==> src/rmc_pkg.sv <==
// Shared constants and types for the row match counter.
package rmc_pkg;

  localparam int ROWS      = 64;
  localparam int COLS      = 8;
  localparam int ELEM_BITS = 8;

  localparam int LANE_W     = 8;
  localparam int ROW_W      = 64;
  localparam int IDX_W      = 6;
  localparam int CNT_W      = 7;
  localparam int COLS_W     = 4;
  localparam int CFG_IDX_W  = 1;
  localparam int CFG_DATA_W = 7;

  localparam logic [LANE_W-1:0] ELEM_MASK = LANE_W'((1 << ELEM_BITS) - 1);

  localparam logic [CFG_IDX_W-1:0] REG_ROWS_IN_USE = 1'b0;
  localparam logic [CFG_IDX_W-1:0] REG_COLS_IN_USE = 1'b1;

  localparam logic CMD_LOAD  = 1'b0;
  localparam logic CMD_QUERY = 1'b1;

  typedef struct packed {
    logic             clear;
    logic             valid;
    logic [IDX_W-1:0] idx;
  } scan_ctrl_t;

endpackage

==> src/row_match_counter.sv <==
// Row match counter top level: config registers, scan/emit sequencer, lanes.
//
// A load (cmd 0) writes one row into the store at the accepting edge; busy stays
// low. A query (cmd 1) reads the stored rows in use (rows_in_use, capped at 64)
// through the single store read port, one row per cycle, with eight lanes
// comparing the elements of that row at once; a flush state then finishes the
// last compare. It then walks the row indices one per cycle and puts out a beat
// for each match, stopping after the last match; a query with no match ends
// with a single no-match beat. Results cannot be stalled: each beat stands on
// the result ports for one cycle with result_valid_o high, the final one with
// last_o set, and the last beat appears in the first cycle with busy low.
module row_match_counter (
  input  logic                                clk_i,
  input  logic                                rst_ni,
  input  logic                                start,
  output logic                                busy,
  input  logic                                cmd_i,
  input  logic [rmc_pkg::IDX_W-1:0]           row_slot_i,
  input  logic [rmc_pkg::ROW_W-1:0]           row_value_i,
  input  logic                                cfg_we_i,
  input  logic [rmc_pkg::CFG_IDX_W-1:0]       cfg_idx_i,
  input  logic [rmc_pkg::CFG_DATA_W-1:0]      cfg_data_i,
  output logic                                result_valid_o,
  output logic                                found_o,
  output logic [rmc_pkg::IDX_W-1:0]           match_index_o,
  output logic [rmc_pkg::CNT_W-1:0]           match_count_o,
  output logic                                last_o
);

  localparam logic [1:0] ST_IDLE  = 2'd0;
  localparam logic [1:0] ST_SCAN  = 2'd1;
  localparam logic [1:0] ST_FLUSH = 2'd2;
  localparam logic [1:0] ST_EMIT  = 2'd3;

  logic [1:0]                     state_q, state_d;
  logic [rmc_pkg::CNT_W-1:0]      rows_q, rows_d;
  logic [rmc_pkg::COLS_W-1:0]     cols_q, cols_d;
  logic [rmc_pkg::CNT_W-1:0]      rows_eff;
  logic [rmc_pkg::COLS_W-1:0]     cols_eff;
  logic [rmc_pkg::ROW_W-1:0]      query_q, query_d;
  logic [rmc_pkg::IDX_W-1:0]      scan_idx_q, scan_idx_d;
  logic                           pipe_valid_q, pipe_valid_d;
  logic [rmc_pkg::IDX_W-1:0]      pipe_idx_q, pipe_idx_d;
  logic [rmc_pkg::IDX_W-1:0]      emit_idx_q, emit_idx_d;
  logic [rmc_pkg::CNT_W-1:0]      seen_q, seen_d;

  logic                           res_valid_q, res_valid_d;
  logic                           found_q, found_d;
  logic [rmc_pkg::IDX_W-1:0]      idx_q, idx_d;
  logic [rmc_pkg::CNT_W-1:0]      cnt_q, cnt_d;
  logic                           last_q, last_d;

  logic                           accept;
  logic                           load_we;
  logic                           query_go;
  logic                           rd_en;
  logic [rmc_pkg::ROW_W-1:0]      rd_data;
  logic [rmc_pkg::COLS-1:0]       lane_en;
  logic [rmc_pkg::COLS-1:0]       lane_eq;
  logic [rmc_pkg::ROWS-1:0]       hit;
  logic [rmc_pkg::CNT_W-1:0]      count;
  logic [rmc_pkg::CNT_W-1:0]      seen_next;
  rmc_pkg::scan_ctrl_t            scan_ctrl;

  assign busy     = (state_q != ST_IDLE);
  assign accept   = start && !busy;
  assign query_go = accept && (cmd_i == rmc_pkg::CMD_QUERY);
  assign load_we  = accept && (cmd_i == rmc_pkg::CMD_LOAD) &&
                    ({1'b0, row_slot_i} < rmc_pkg::CNT_W'(rmc_pkg::ROWS));

  assign rows_eff = (rows_q > rmc_pkg::CNT_W'(rmc_pkg::ROWS)) ?
                    rmc_pkg::CNT_W'(rmc_pkg::ROWS) : rows_q;
  assign cols_eff = (cols_q > rmc_pkg::COLS_W'(rmc_pkg::COLS)) ?
                    rmc_pkg::COLS_W'(rmc_pkg::COLS) : cols_q;

  always_comb begin
    rows_d = rows_q;
    cols_d = cols_q;
    if (cfg_we_i) begin
      case (cfg_idx_i)
        rmc_pkg::REG_ROWS_IN_USE: rows_d = cfg_data_i;
        rmc_pkg::REG_COLS_IN_USE: cols_d = cfg_data_i[rmc_pkg::COLS_W-1:0];
        default: ;
      endcase
    end
  end

  assign rd_en = (state_q == ST_SCAN);

  rmc_row_store u_store (
    .clk_i   (clk_i),
    .we_i    (load_we),
    .waddr_i (row_slot_i),
    .wdata_i (row_value_i),
    .re_i    (rd_en),
    .raddr_i (scan_idx_q),
    .rdata_o (rd_data)
  );

  for (genvar g = 0; g < rmc_pkg::COLS; g++) begin : g_lane
    assign lane_en[g] = (rmc_pkg::COLS_W'(g) < cols_eff);
    rmc_lane u_lane (
      .en_i     (lane_en[g]),
      .stored_i (rd_data[g*rmc_pkg::LANE_W +: rmc_pkg::LANE_W]),
      .query_i  (query_q[g*rmc_pkg::LANE_W +: rmc_pkg::LANE_W]),
      .eq_o     (lane_eq[g])
    );
  end

  assign scan_ctrl.clear = query_go;
  assign scan_ctrl.valid = pipe_valid_q;
  assign scan_ctrl.idx   = pipe_idx_q;

  rmc_merge u_merge (
    .clk_i     (clk_i),
    .rst_ni    (rst_ni),
    .ctrl_i    (scan_ctrl),
    .lane_eq_i (lane_eq),
    .hit_o     (hit),
    .count_o   (count)
  );

  assign seen_next = seen_q + rmc_pkg::CNT_W'(1);

  always_comb begin
    state_d      = state_q;
    query_d      = query_q;
    scan_idx_d   = scan_idx_q;
    pipe_valid_d = (state_q == ST_SCAN);
    pipe_idx_d   = scan_idx_q;
    emit_idx_d   = emit_idx_q;
    seen_d       = seen_q;
    res_valid_d  = 1'b0;
    found_d      = found_q;
    idx_d        = idx_q;
    cnt_d        = cnt_q;
    last_d       = last_q;
    case (state_q)
      ST_IDLE: begin
        if (query_go) begin
          query_d    = row_value_i;
          scan_idx_d = '0;
          emit_idx_d = '0;
          seen_d     = '0;
          state_d    = (rows_eff == '0) ? ST_EMIT : ST_SCAN;
        end
      end
      ST_SCAN: begin
        if ({1'b0, scan_idx_q} == rows_eff - rmc_pkg::CNT_W'(1)) begin
          state_d = ST_FLUSH;
        end else begin
          scan_idx_d = scan_idx_q + rmc_pkg::IDX_W'(1);
        end
      end
      ST_FLUSH: begin
        state_d = ST_EMIT;
      end
      ST_EMIT: begin
        if (count == '0) begin
          res_valid_d = 1'b1;
          found_d     = 1'b0;
          idx_d       = '0;
          cnt_d       = '0;
          last_d      = 1'b1;
          state_d     = ST_IDLE;
        end else begin
          if (hit[emit_idx_q]) begin
            res_valid_d = 1'b1;
            found_d     = 1'b1;
            idx_d       = emit_idx_q;
            cnt_d       = count;
            last_d      = (seen_next == count);
            seen_d      = seen_next;
            if (seen_next == count) begin
              state_d = ST_IDLE;
            end
          end
          emit_idx_d = emit_idx_q + rmc_pkg::IDX_W'(1);
        end
      end
      default: begin
        state_d = ST_IDLE;
      end
    endcase
  end

  always_ff @(posedge clk_i or negedge rst_ni) begin
    if (!rst_ni) begin
      state_q      <= ST_IDLE;
      rows_q       <= rmc_pkg::CNT_W'(64);
      cols_q       <= rmc_pkg::COLS_W'(8);
      scan_idx_q   <= '0;
      pipe_valid_q <= 1'b0;
      pipe_idx_q   <= '0;
      emit_idx_q   <= '0;
      seen_q       <= '0;
      res_valid_q  <= 1'b0;
    end else begin
      state_q      <= state_d;
      rows_q       <= rows_d;
      cols_q       <= cols_d;
      scan_idx_q   <= scan_idx_d;
      pipe_valid_q <= pipe_valid_d;
      pipe_idx_q   <= pipe_idx_d;
      emit_idx_q   <= emit_idx_d;
      seen_q       <= seen_d;
      res_valid_q  <= res_valid_d;
    end
  end

  always_ff @(posedge clk_i) begin
    query_q <= query_d;
    found_q <= found_d;
    idx_q   <= idx_d;
    cnt_q   <= cnt_d;
    last_q  <= last_d;
  end

  assign result_valid_o = res_valid_q;
  assign found_o        = found_q;
  assign match_index_o  = idx_q;
  assign match_count_o  = cnt_q;
  assign last_o         = last_q;

endmodule

==> src/rmc_row_store.sv <==
// Row store: one write port, one registered read port.
module rmc_row_store (
  input  logic                                clk_i,
  input  logic                                we_i,
  input  logic [rmc_pkg::IDX_W-1:0]           waddr_i,
  input  logic [rmc_pkg::ROW_W-1:0]           wdata_i,
  input  logic                                re_i,
  input  logic [rmc_pkg::IDX_W-1:0]           raddr_i,
  output logic [rmc_pkg::ROW_W-1:0]           rdata_o
);

  logic [rmc_pkg::ROW_W-1:0] mem_q [rmc_pkg::ROWS];
  logic [rmc_pkg::ROW_W-1:0] rdata_q;

  always_ff @(posedge clk_i) begin
    if (we_i) begin
      mem_q[waddr_i] <= wdata_i;
    end
  end

  always_ff @(posedge clk_i) begin
    if (re_i) begin
      rdata_q <= mem_q[raddr_i];
    end
  end

  assign rdata_o = rdata_q;

endmodule

==> src/rmc_lane.sv <==
// One element comparator lane.
module rmc_lane (
  input  logic                        en_i,
  input  logic [rmc_pkg::LANE_W-1:0]  stored_i,
  input  logic [rmc_pkg::LANE_W-1:0]  query_i,
  output logic                        eq_o
);

  logic [rmc_pkg::LANE_W-1:0] diff;

  assign diff = (stored_i ^ query_i) & rmc_pkg::ELEM_MASK;
  assign eq_o = !en_i || (diff == '0);

endmodule

==> src/rmc_merge.sv <==
// Merges lane results into a row hit, keeps the hit vector and match count.
module rmc_merge (
  input  logic                          clk_i,
  input  logic                          rst_ni,
  input  rmc_pkg::scan_ctrl_t           ctrl_i,
  input  logic [rmc_pkg::COLS-1:0]      lane_eq_i,
  output logic [rmc_pkg::ROWS-1:0]      hit_o,
  output logic [rmc_pkg::CNT_W-1:0]     count_o
);

  logic                          row_hit;
  logic [rmc_pkg::ROWS-1:0]      hit_q, hit_d;
  logic [rmc_pkg::CNT_W-1:0]     count_q, count_d;

  assign row_hit = &lane_eq_i;

  always_comb begin
    hit_d   = hit_q;
    count_d = count_q;
    if (ctrl_i.clear) begin
      hit_d   = '0;
      count_d = '0;
    end else if (ctrl_i.valid && row_hit) begin
      hit_d[ctrl_i.idx] = 1'b1;
      count_d           = count_q + rmc_pkg::CNT_W'(1);
    end
  end

  always_ff @(posedge clk_i or negedge rst_ni) begin
    if (!rst_ni) begin
      hit_q   <= '0;
      count_q <= '0;
    end else begin
      hit_q   <= hit_d;
      count_q <= count_d;
    end
  end

  assign hit_o   = hit_q;
  assign count_o = count_q;

endmodule

==> config.mk <==
export PLATFORM = sky130hd
export DESIGN_NAME = row_match_counter
export DESIGN_NICKNAME = d
export VERILOG_FILES = /design/src/rmc_pkg.sv /design/src/row_match_counter.sv /design/src/rmc_row_store.sv /design/src/rmc_lane.sv /design/src/rmc_merge.sv
export SDC_FILE = /design/constraint.sdc
export NUM_CORES = 2
export LEC_CHECK = 0
export BUFFER_PORTS_ARGS = -buffer_cell sky130_fd_sc_hd__buf_4
export CAP_MARGIN = 15
export CELL_PAD_IN_SITES_DETAIL_PLACEMENT = 0
export CELL_PAD_IN_SITES_GLOBAL_PLACEMENT = 1
export CORE_ASPECT_RATIO = 0.5
export CORE_MARGIN = 8
export CORE_UTILIZATION = 45
export CTS_BUF_LIST = sky130_fd_sc_hd__clkbuf_4 sky130_fd_sc_hd__clkbuf_8 sky130_fd_sc_hd__clkbuf_16
export CTS_CLUSTER_SIZE = 12
export DETAILED_ROUTE_END_ITERATION = 8
export PLACE_DENSITY_LB_ADDON = 0.25
export SLEW_MARGIN = 10
export SYNTH_ARGS = -nofsm -noshare
export SYNTH_HDL_FRONTEND = slang
export SYNTH_SLANG_ARGS = --single-unit
==> constraint.sdc <==
create_clock -name clk_i -period 4.7 [get_ports clk_i]
set_clock_uncertainty 0.05 [all_clocks]
set_input_delay 0.705 -clock clk_i [delete_from_list [all_inputs] [get_ports clk_i]]
set_output_delay 0.705 -clock clk_i [all_outputs]
set_load 0.005 [all_outputs]
Word level (Yosys, flattened, before mapping) --
Memories as Yosys holds them, arrays and structs flattened. A register that Yosys moved wholly into a read port is not among the register bits. Cells that the tools add are included.
Word-level totals: register bits after elaboration 190, bits in writable memories 4096, logic and storage cells 140, memories kept 1
Memories:
- u_store.mem_q | depth 64, bits a word 64, read ports 1, clocked after Yosys merged registers in 1, write ports 1, line rmc_row_store.sv:12 | logic [rmc_pkg::ROW_W-1:0] mem_q [rmc_pkg::ROWS];
Operators by class: $add $sub $neg 5, $lt $le $gt $ge 13, equality and inequality tests 12, multiplexer cells 35, bitwise operators 11, reduce and logical (&&, ||, !) cells 47
Operator list (number):
- $mux 64 | 2
- $logic_not 8->1 | 8
- $or 64x64->64 | 1
- $xor 8x8->8 | 8
- $mux 7 | 7
- $mux 6 | 4
- $pmux 6 s2 | 2
- $lt 3x4->1 const A | 4
- $add 7x1->7 const B | 2
- $logic_not 7->1 | 2
- $lt 6x7->1 const B | 2
- $pmux 7 s2 | 1
- $add 6x1->6 const B | 2
- $mux 2 | 6
- $reduce_bool 2->1 | 5
- $logic_not 1->1 | 9
- $mux 1 | 9
- $logic_or 1x1->1 | 8
- $lt 1x4->1 const A | 2
- $lt 2x4->1 const A | 2
- $ne 2x2->1 const B | 4
- $pmux 2 s4 | 1
- $reduce_and 2->1 | 4
- $reduce_and 4->1 | 2
- other kinds (18) | 26

Longest topological paths before layout --
word-level depth 9, mapped depth 11, depth with buffers taken out 10

Hierarchy --
A second synthesis with hierarchy kept.
Unflattened totals: cells, all modules 7368, area, all modules 166175.6 µm²
Modules (own cells, without submodules):
- rmc_row_store | times used 1, cells an instance 6598, area an instance 156989.3 µm²
- row_match_counter | times used 1, cells an instance 398, area an instance 5497.8 µm²
- rmc_merge | times used 1, cells an instance 284, area an instance 2987.9 µm²
- rmc_lane | times used 8, cells an instance 11, area an instance 87.6 µm²

Least setup slack after synthesis --
No wires, ideal clock.
path kind in2reg, from input port row_slot_i[3] in the netlist's numbering, to memory u_store.mem_q[10][0] in the netlist's numbering, enable pin, library setup time 0.486 ns, arrival 4.206 ns, data required time 4.164 ns, setup slack -0.043 ns, cell stages on the path 4, path buffers 2, cell sequence clkbuf_1 > or3b_2 > clkbuf_1 > nor2_1
RTL lines:
- start, declared | line row_match_counter.sv:18 | input logic [rmc_pkg::IDX_W-1:0] row_slot_i,
- end, declared | line rmc_row_store.sv:12
Straight into the memory's write port.

Final worst setup path --
from register state_q[0], to memory u_store.mem_q[18][6] in the netlist's numbering, enable pin
On the way: word-level cells in the longest chain between the ends 6
RTL lines:
- start, declared | line row_match_counter.sv:35 | logic [1:0] state_q, state_d;
- start signal, assigned | line row_match_counter.sv:199 | state_q <= state_d;
- $reduce_bool 2->1 | line row_match_counter.sv:65 | assign busy = (state_q != ST_IDLE);
- $logic_not 1->1 | line row_match_counter.sv:66 | assign accept = start && !busy;
- $logic_and 1x1->1 | line row_match_counter.sv:66
- $logic_and 1x1->1 | line row_match_counter.sv:68 | assign load_we = accept && (cmd_i == rmc_pkg::CMD_LOAD) &&
- $mux 1 | line rmc_row_store.sv:16 | if (we_i) begin
- $mux 1 (implied by the code) | line rmc_row_store.sv:17 | mem_q[waddr_i] <= wdata_i;
Every way passes these cells.

==> reports/results.tsv <==
stage	metric	value	unit
detailed_routing	drt initial violations	11160	
yosys	post-synthesis register bit count	4350	
outcome	status	finished, final reports clean	
cts	Clock transition at path regs	60	ps
yosys	post-synth net total	6724	
layout	nets	7203	
global_routing	largest net degree at the start of global routing	96	
detailed_routing	total number of vias	77870	
layout	final instance area	0.1875	mm^2
sta	Tmin final	4114	ps
floorplan	Core ar.	0.3662	mm^2
cts	Clock Sink Count	4350	
floorplan	row cnt	157	
global_routing	GR Util All Layers	22.89	%
sta	final setup fails	0	
cts	CTS Buffer Depth	4	
placement	IO Port Bufs	99	
yosys	mapped cell area	0.1657	mm^2
detailed_routing	drt first pass iters	6	
layout	Post-Layout Cell Count	12170	
worst_setup_path	Top cell by count, worst path	nand2_1	
global_routing	first-pass GRT wire length	624500	um
worst_setup_path	crit path kind	flop to flop	
cts	CTS tree	yes	
worst_setup_path	slowest cell delay on critical path	830	ps
worst_setup_path	critical path's slowest cell	nor3b_1	
placement	GP Congestion	0.7593	
placement	dpl hpwl	234500	um
detailed_routing	Vias/cell	6.400	
job	max_cap viols	0	
worst_setup_path	depth of the most critical reg-to-reg path	7	
worst_setup_path	Max FO, Critical Path	22	
yosys	Top FF cell, synth	edfxtp_1	
yosys	Cells after Synth	6630	
worst_setup_path	CP delay by family, top	simple AND/OR/NAND/NOR gates	
layout	share of layout cells above drive strength 1	33.00	%
sta	final worst path period share	87.53	%
floorplan	Starting Density	45.25	%
sta	Slew HR	28.52	%
cts	Post-CTS Setup Repair Bufs	0	
layout	fin util	51.20	%
yosys	Post-synth EDFFs	4239	
floorplan	Die Area	0.3891	mm^2
cts	later-pin clock latency in the skew report	950	ps
placement	Post-Place Worst Slack	523.9	ps
layout	synthesis-to-layout area growth	13.13	%
sta	max-slew violations	0	
worst_hold_path	WHS Path Cells	3	
cts	Post-CTS Resized	0	
floorplan	Ports	100	
worst_setup_path	Worst Setup Start Kind	flop	
yosys	register area share after synthesis	78.50	%
yosys	Async S/R FF share, synth	2.552	%
global_routing	vias in the first global route	76420	
power	Worst VDD drop	311.6	uV
floorplan	Die Y	445.1	um
worst_hold_path	worst hold path class	input pin to flop	
placement	Placement Cell Area	0.1759	mm^2
worst_setup_path	Buf+Inv Stages, Crit Path	2	
sta	fmax	0.2431	GHz
global_routing	initial antenna violation count	21	
cts	Inserted Clock Buffers	414	
power	Leakage	57.29	nW
sta	Least-Margin Pin Slew	1072	ps
worst_setup_path	Worst path depth	7	
cts	# hold bufs at CTS	8	
worst_setup_path	CP Cell Sequence	inv_1, ha_1, nand2_1, nor3b_1, nand2_1, nor2_4, buf_12	
cts	clock tree root driver cell	clkbuf_16	
worst_setup_path	Crit path arrival time	4660	ps
worst_setup_path	CP endpoint kind	flop	
sta	final hold vios	0	
global_routing	total grt overflow	0	
cts	CTS HTree Levels	5	
sta	Final WS setup	585.9	ps
placement	placed insts	11610	
layout	Multi-input gate area	0.03460	mm^2
layout	Register Area	0.1301	mm^2
worst_setup_path	Worst Path Required	5250	ps
detailed_routing	drt drc	0	
floorplan	DIE WIDTH	874.2	um
yosys	Netlist cell types	67	
detailed_routing	Detail Route Antenna Nets	0	
yosys	Synth Area per Inst	24.99	um^2
power	PD cells	391.9	mW/mm^2
layout	Fill cells	28110	
detailed_routing	final WL	451800	um
yosys	yosys warns	0	
detailed_routing	WL/cell	37.13	um
sta	unrepaired setup endpoints after global routing	no	
-- placed cells by master, fill, tap and decap left out, types with 17 or more instances in the layout --
master / count
nor2_4: 64
a31oi_1: 67
clkbuf_4: 79
buf_12: 153
dfrtp_1: 103
mux4_2: 1354
buf_4: 254
xor2_1: 41
nand2_1: 36
xnor2_1: 41
edfxtp_1: 4239
nor2_1: 90
clkbuf_16: 419
nand4_1: 17
-- synthesized netlist by cell type (all sizes together), types with 6 or more instances --
library cell / number / area (um^2)
a21oi: 16 / 83.83
a22o: 9 / 78.83
a31oi: 67 / 419.2
and2: 6 / 37.54
buf: 129 / 664.4
clkbuf: 223 / 838.3
dfrtp: 109 / 2728
edfxtp: 4239 / 127300
ha: 11 / 137.6
inv: 11 / 41.29
mux2: 12 / 135.1
mux2i: 15 / 150.1
mux4: 1357 / 30570
nand2: 36 / 135.1
nand2b: 6 / 37.54
nand3: 16 / 80.08
nand3b: 6 / 45.04
nand4: 17 / 106.4
nor2: 154 / 578.1
nor2b: 11 / 68.82
nor3: 10 / 50.05
nor3b: 8 / 60.06
nor4: 14 / 87.58
o21ai: 11 / 58.81
xnor2: 41 / 359.1
xor2: 41 / 359.1
-- metrics by stage --
stage	setup TNS (ps)	power (mW)	hold slack (ps)
floorplan	-43510	43.46	301.9
global placement	0	44.03	421.3
detailed placement	0	44.07	427.9
CTS	0	73.98	90.38
global route	0	75.43	143.9
finish	0	73.46	164.5
-- report_power, final --
group	switching [mW]	total, mW	internal, mW
registers	0.0380	42.6	42.5
clock network	13.7	30.2	16.5
logic	0.575	0.672	0.0974
total	14.3	73.5	59.1
-- cell families after synthesis --
| group | synth area share (%) |
|---|---|
| flops | 78.50 |
| mux | 18.62 |
| buf+inv | 0.9340 |
| simple gates | 0.8585 |
| compound gates | 0.5709 |
| xor+xnor | 0.4334 |
| fa+ha+maj | 0.08306 |
-- flip-flops by register name, indices dropped and copies added (netlist names) --
name	cells
u_store.mem_q	4096
query_q	64
u_merge.hit_o	64
u_store.rdata_o	64
match_count_o	7
rows_q	7
seen_q	7
u_merge.count_o	7
emit_idx_q	6
match_index_o	6
pipe_idx_d	6
pipe_idx_q	6
cols_q	4
state_q	2
found_o	1
last_o	1
pipe_valid_q	1
result_valid_o	1
-- worst reg2reg max path, cell delays in order, from the launching register on --
cell and delay [ps]:
dfrtp_1 420, inv_1 120, ha_1 250, nand2_1 100, nor3b_1 830, nand2_1 780
nor2_4 840, buf_12 330
-- final cells by class --
cell class	instances	share of cell area, %
diodes	4	0.005340
flip-flops and latches	4350	69.40
inverters	12	0.02670
well taps	4929	3.290
multi-input cells	1916	18.46
clock inverters	42	0.2123
clock buffers	499	5.917
repair buffers	415	2.694
-- per-layer routing --
layer	vias up	global-route usage (%)	part of all wire, %
li1	29620	-	-
met1	43850	35.49	43
met2	3823	34.13	45
met3	578	4.206	9.3
met4	4	4.874	2.1
met5	-	0	0.0040
-- final timing paths --
kind,slack (ps),end,start
max,590,u_store.mem_q[18][6]$_DFFE_PP_,state_q[0]$_DFFE_PN0P_
min,160,cols_q[2]$_DFFE_PN0P_,cfg_we_i
max reg2reg,590,u_store.mem_q[18][6]$_DFFE_PP_,state_q[0]$_DFFE_PN0P_
min reg2reg,440,u_merge.hit_o[57]$_DFFE_PN0P_,u_merge.hit_o[57]$_DFFE_PN0P_
max in group asynchronous,3560,u_merge.hit_o[61]$_DFFE_PN0P_,rst_ni
min in group asynchronous,190,rows_q[4]$_DFFE_PN0P_,rst_ni
(Power assumes the default switching activity.)
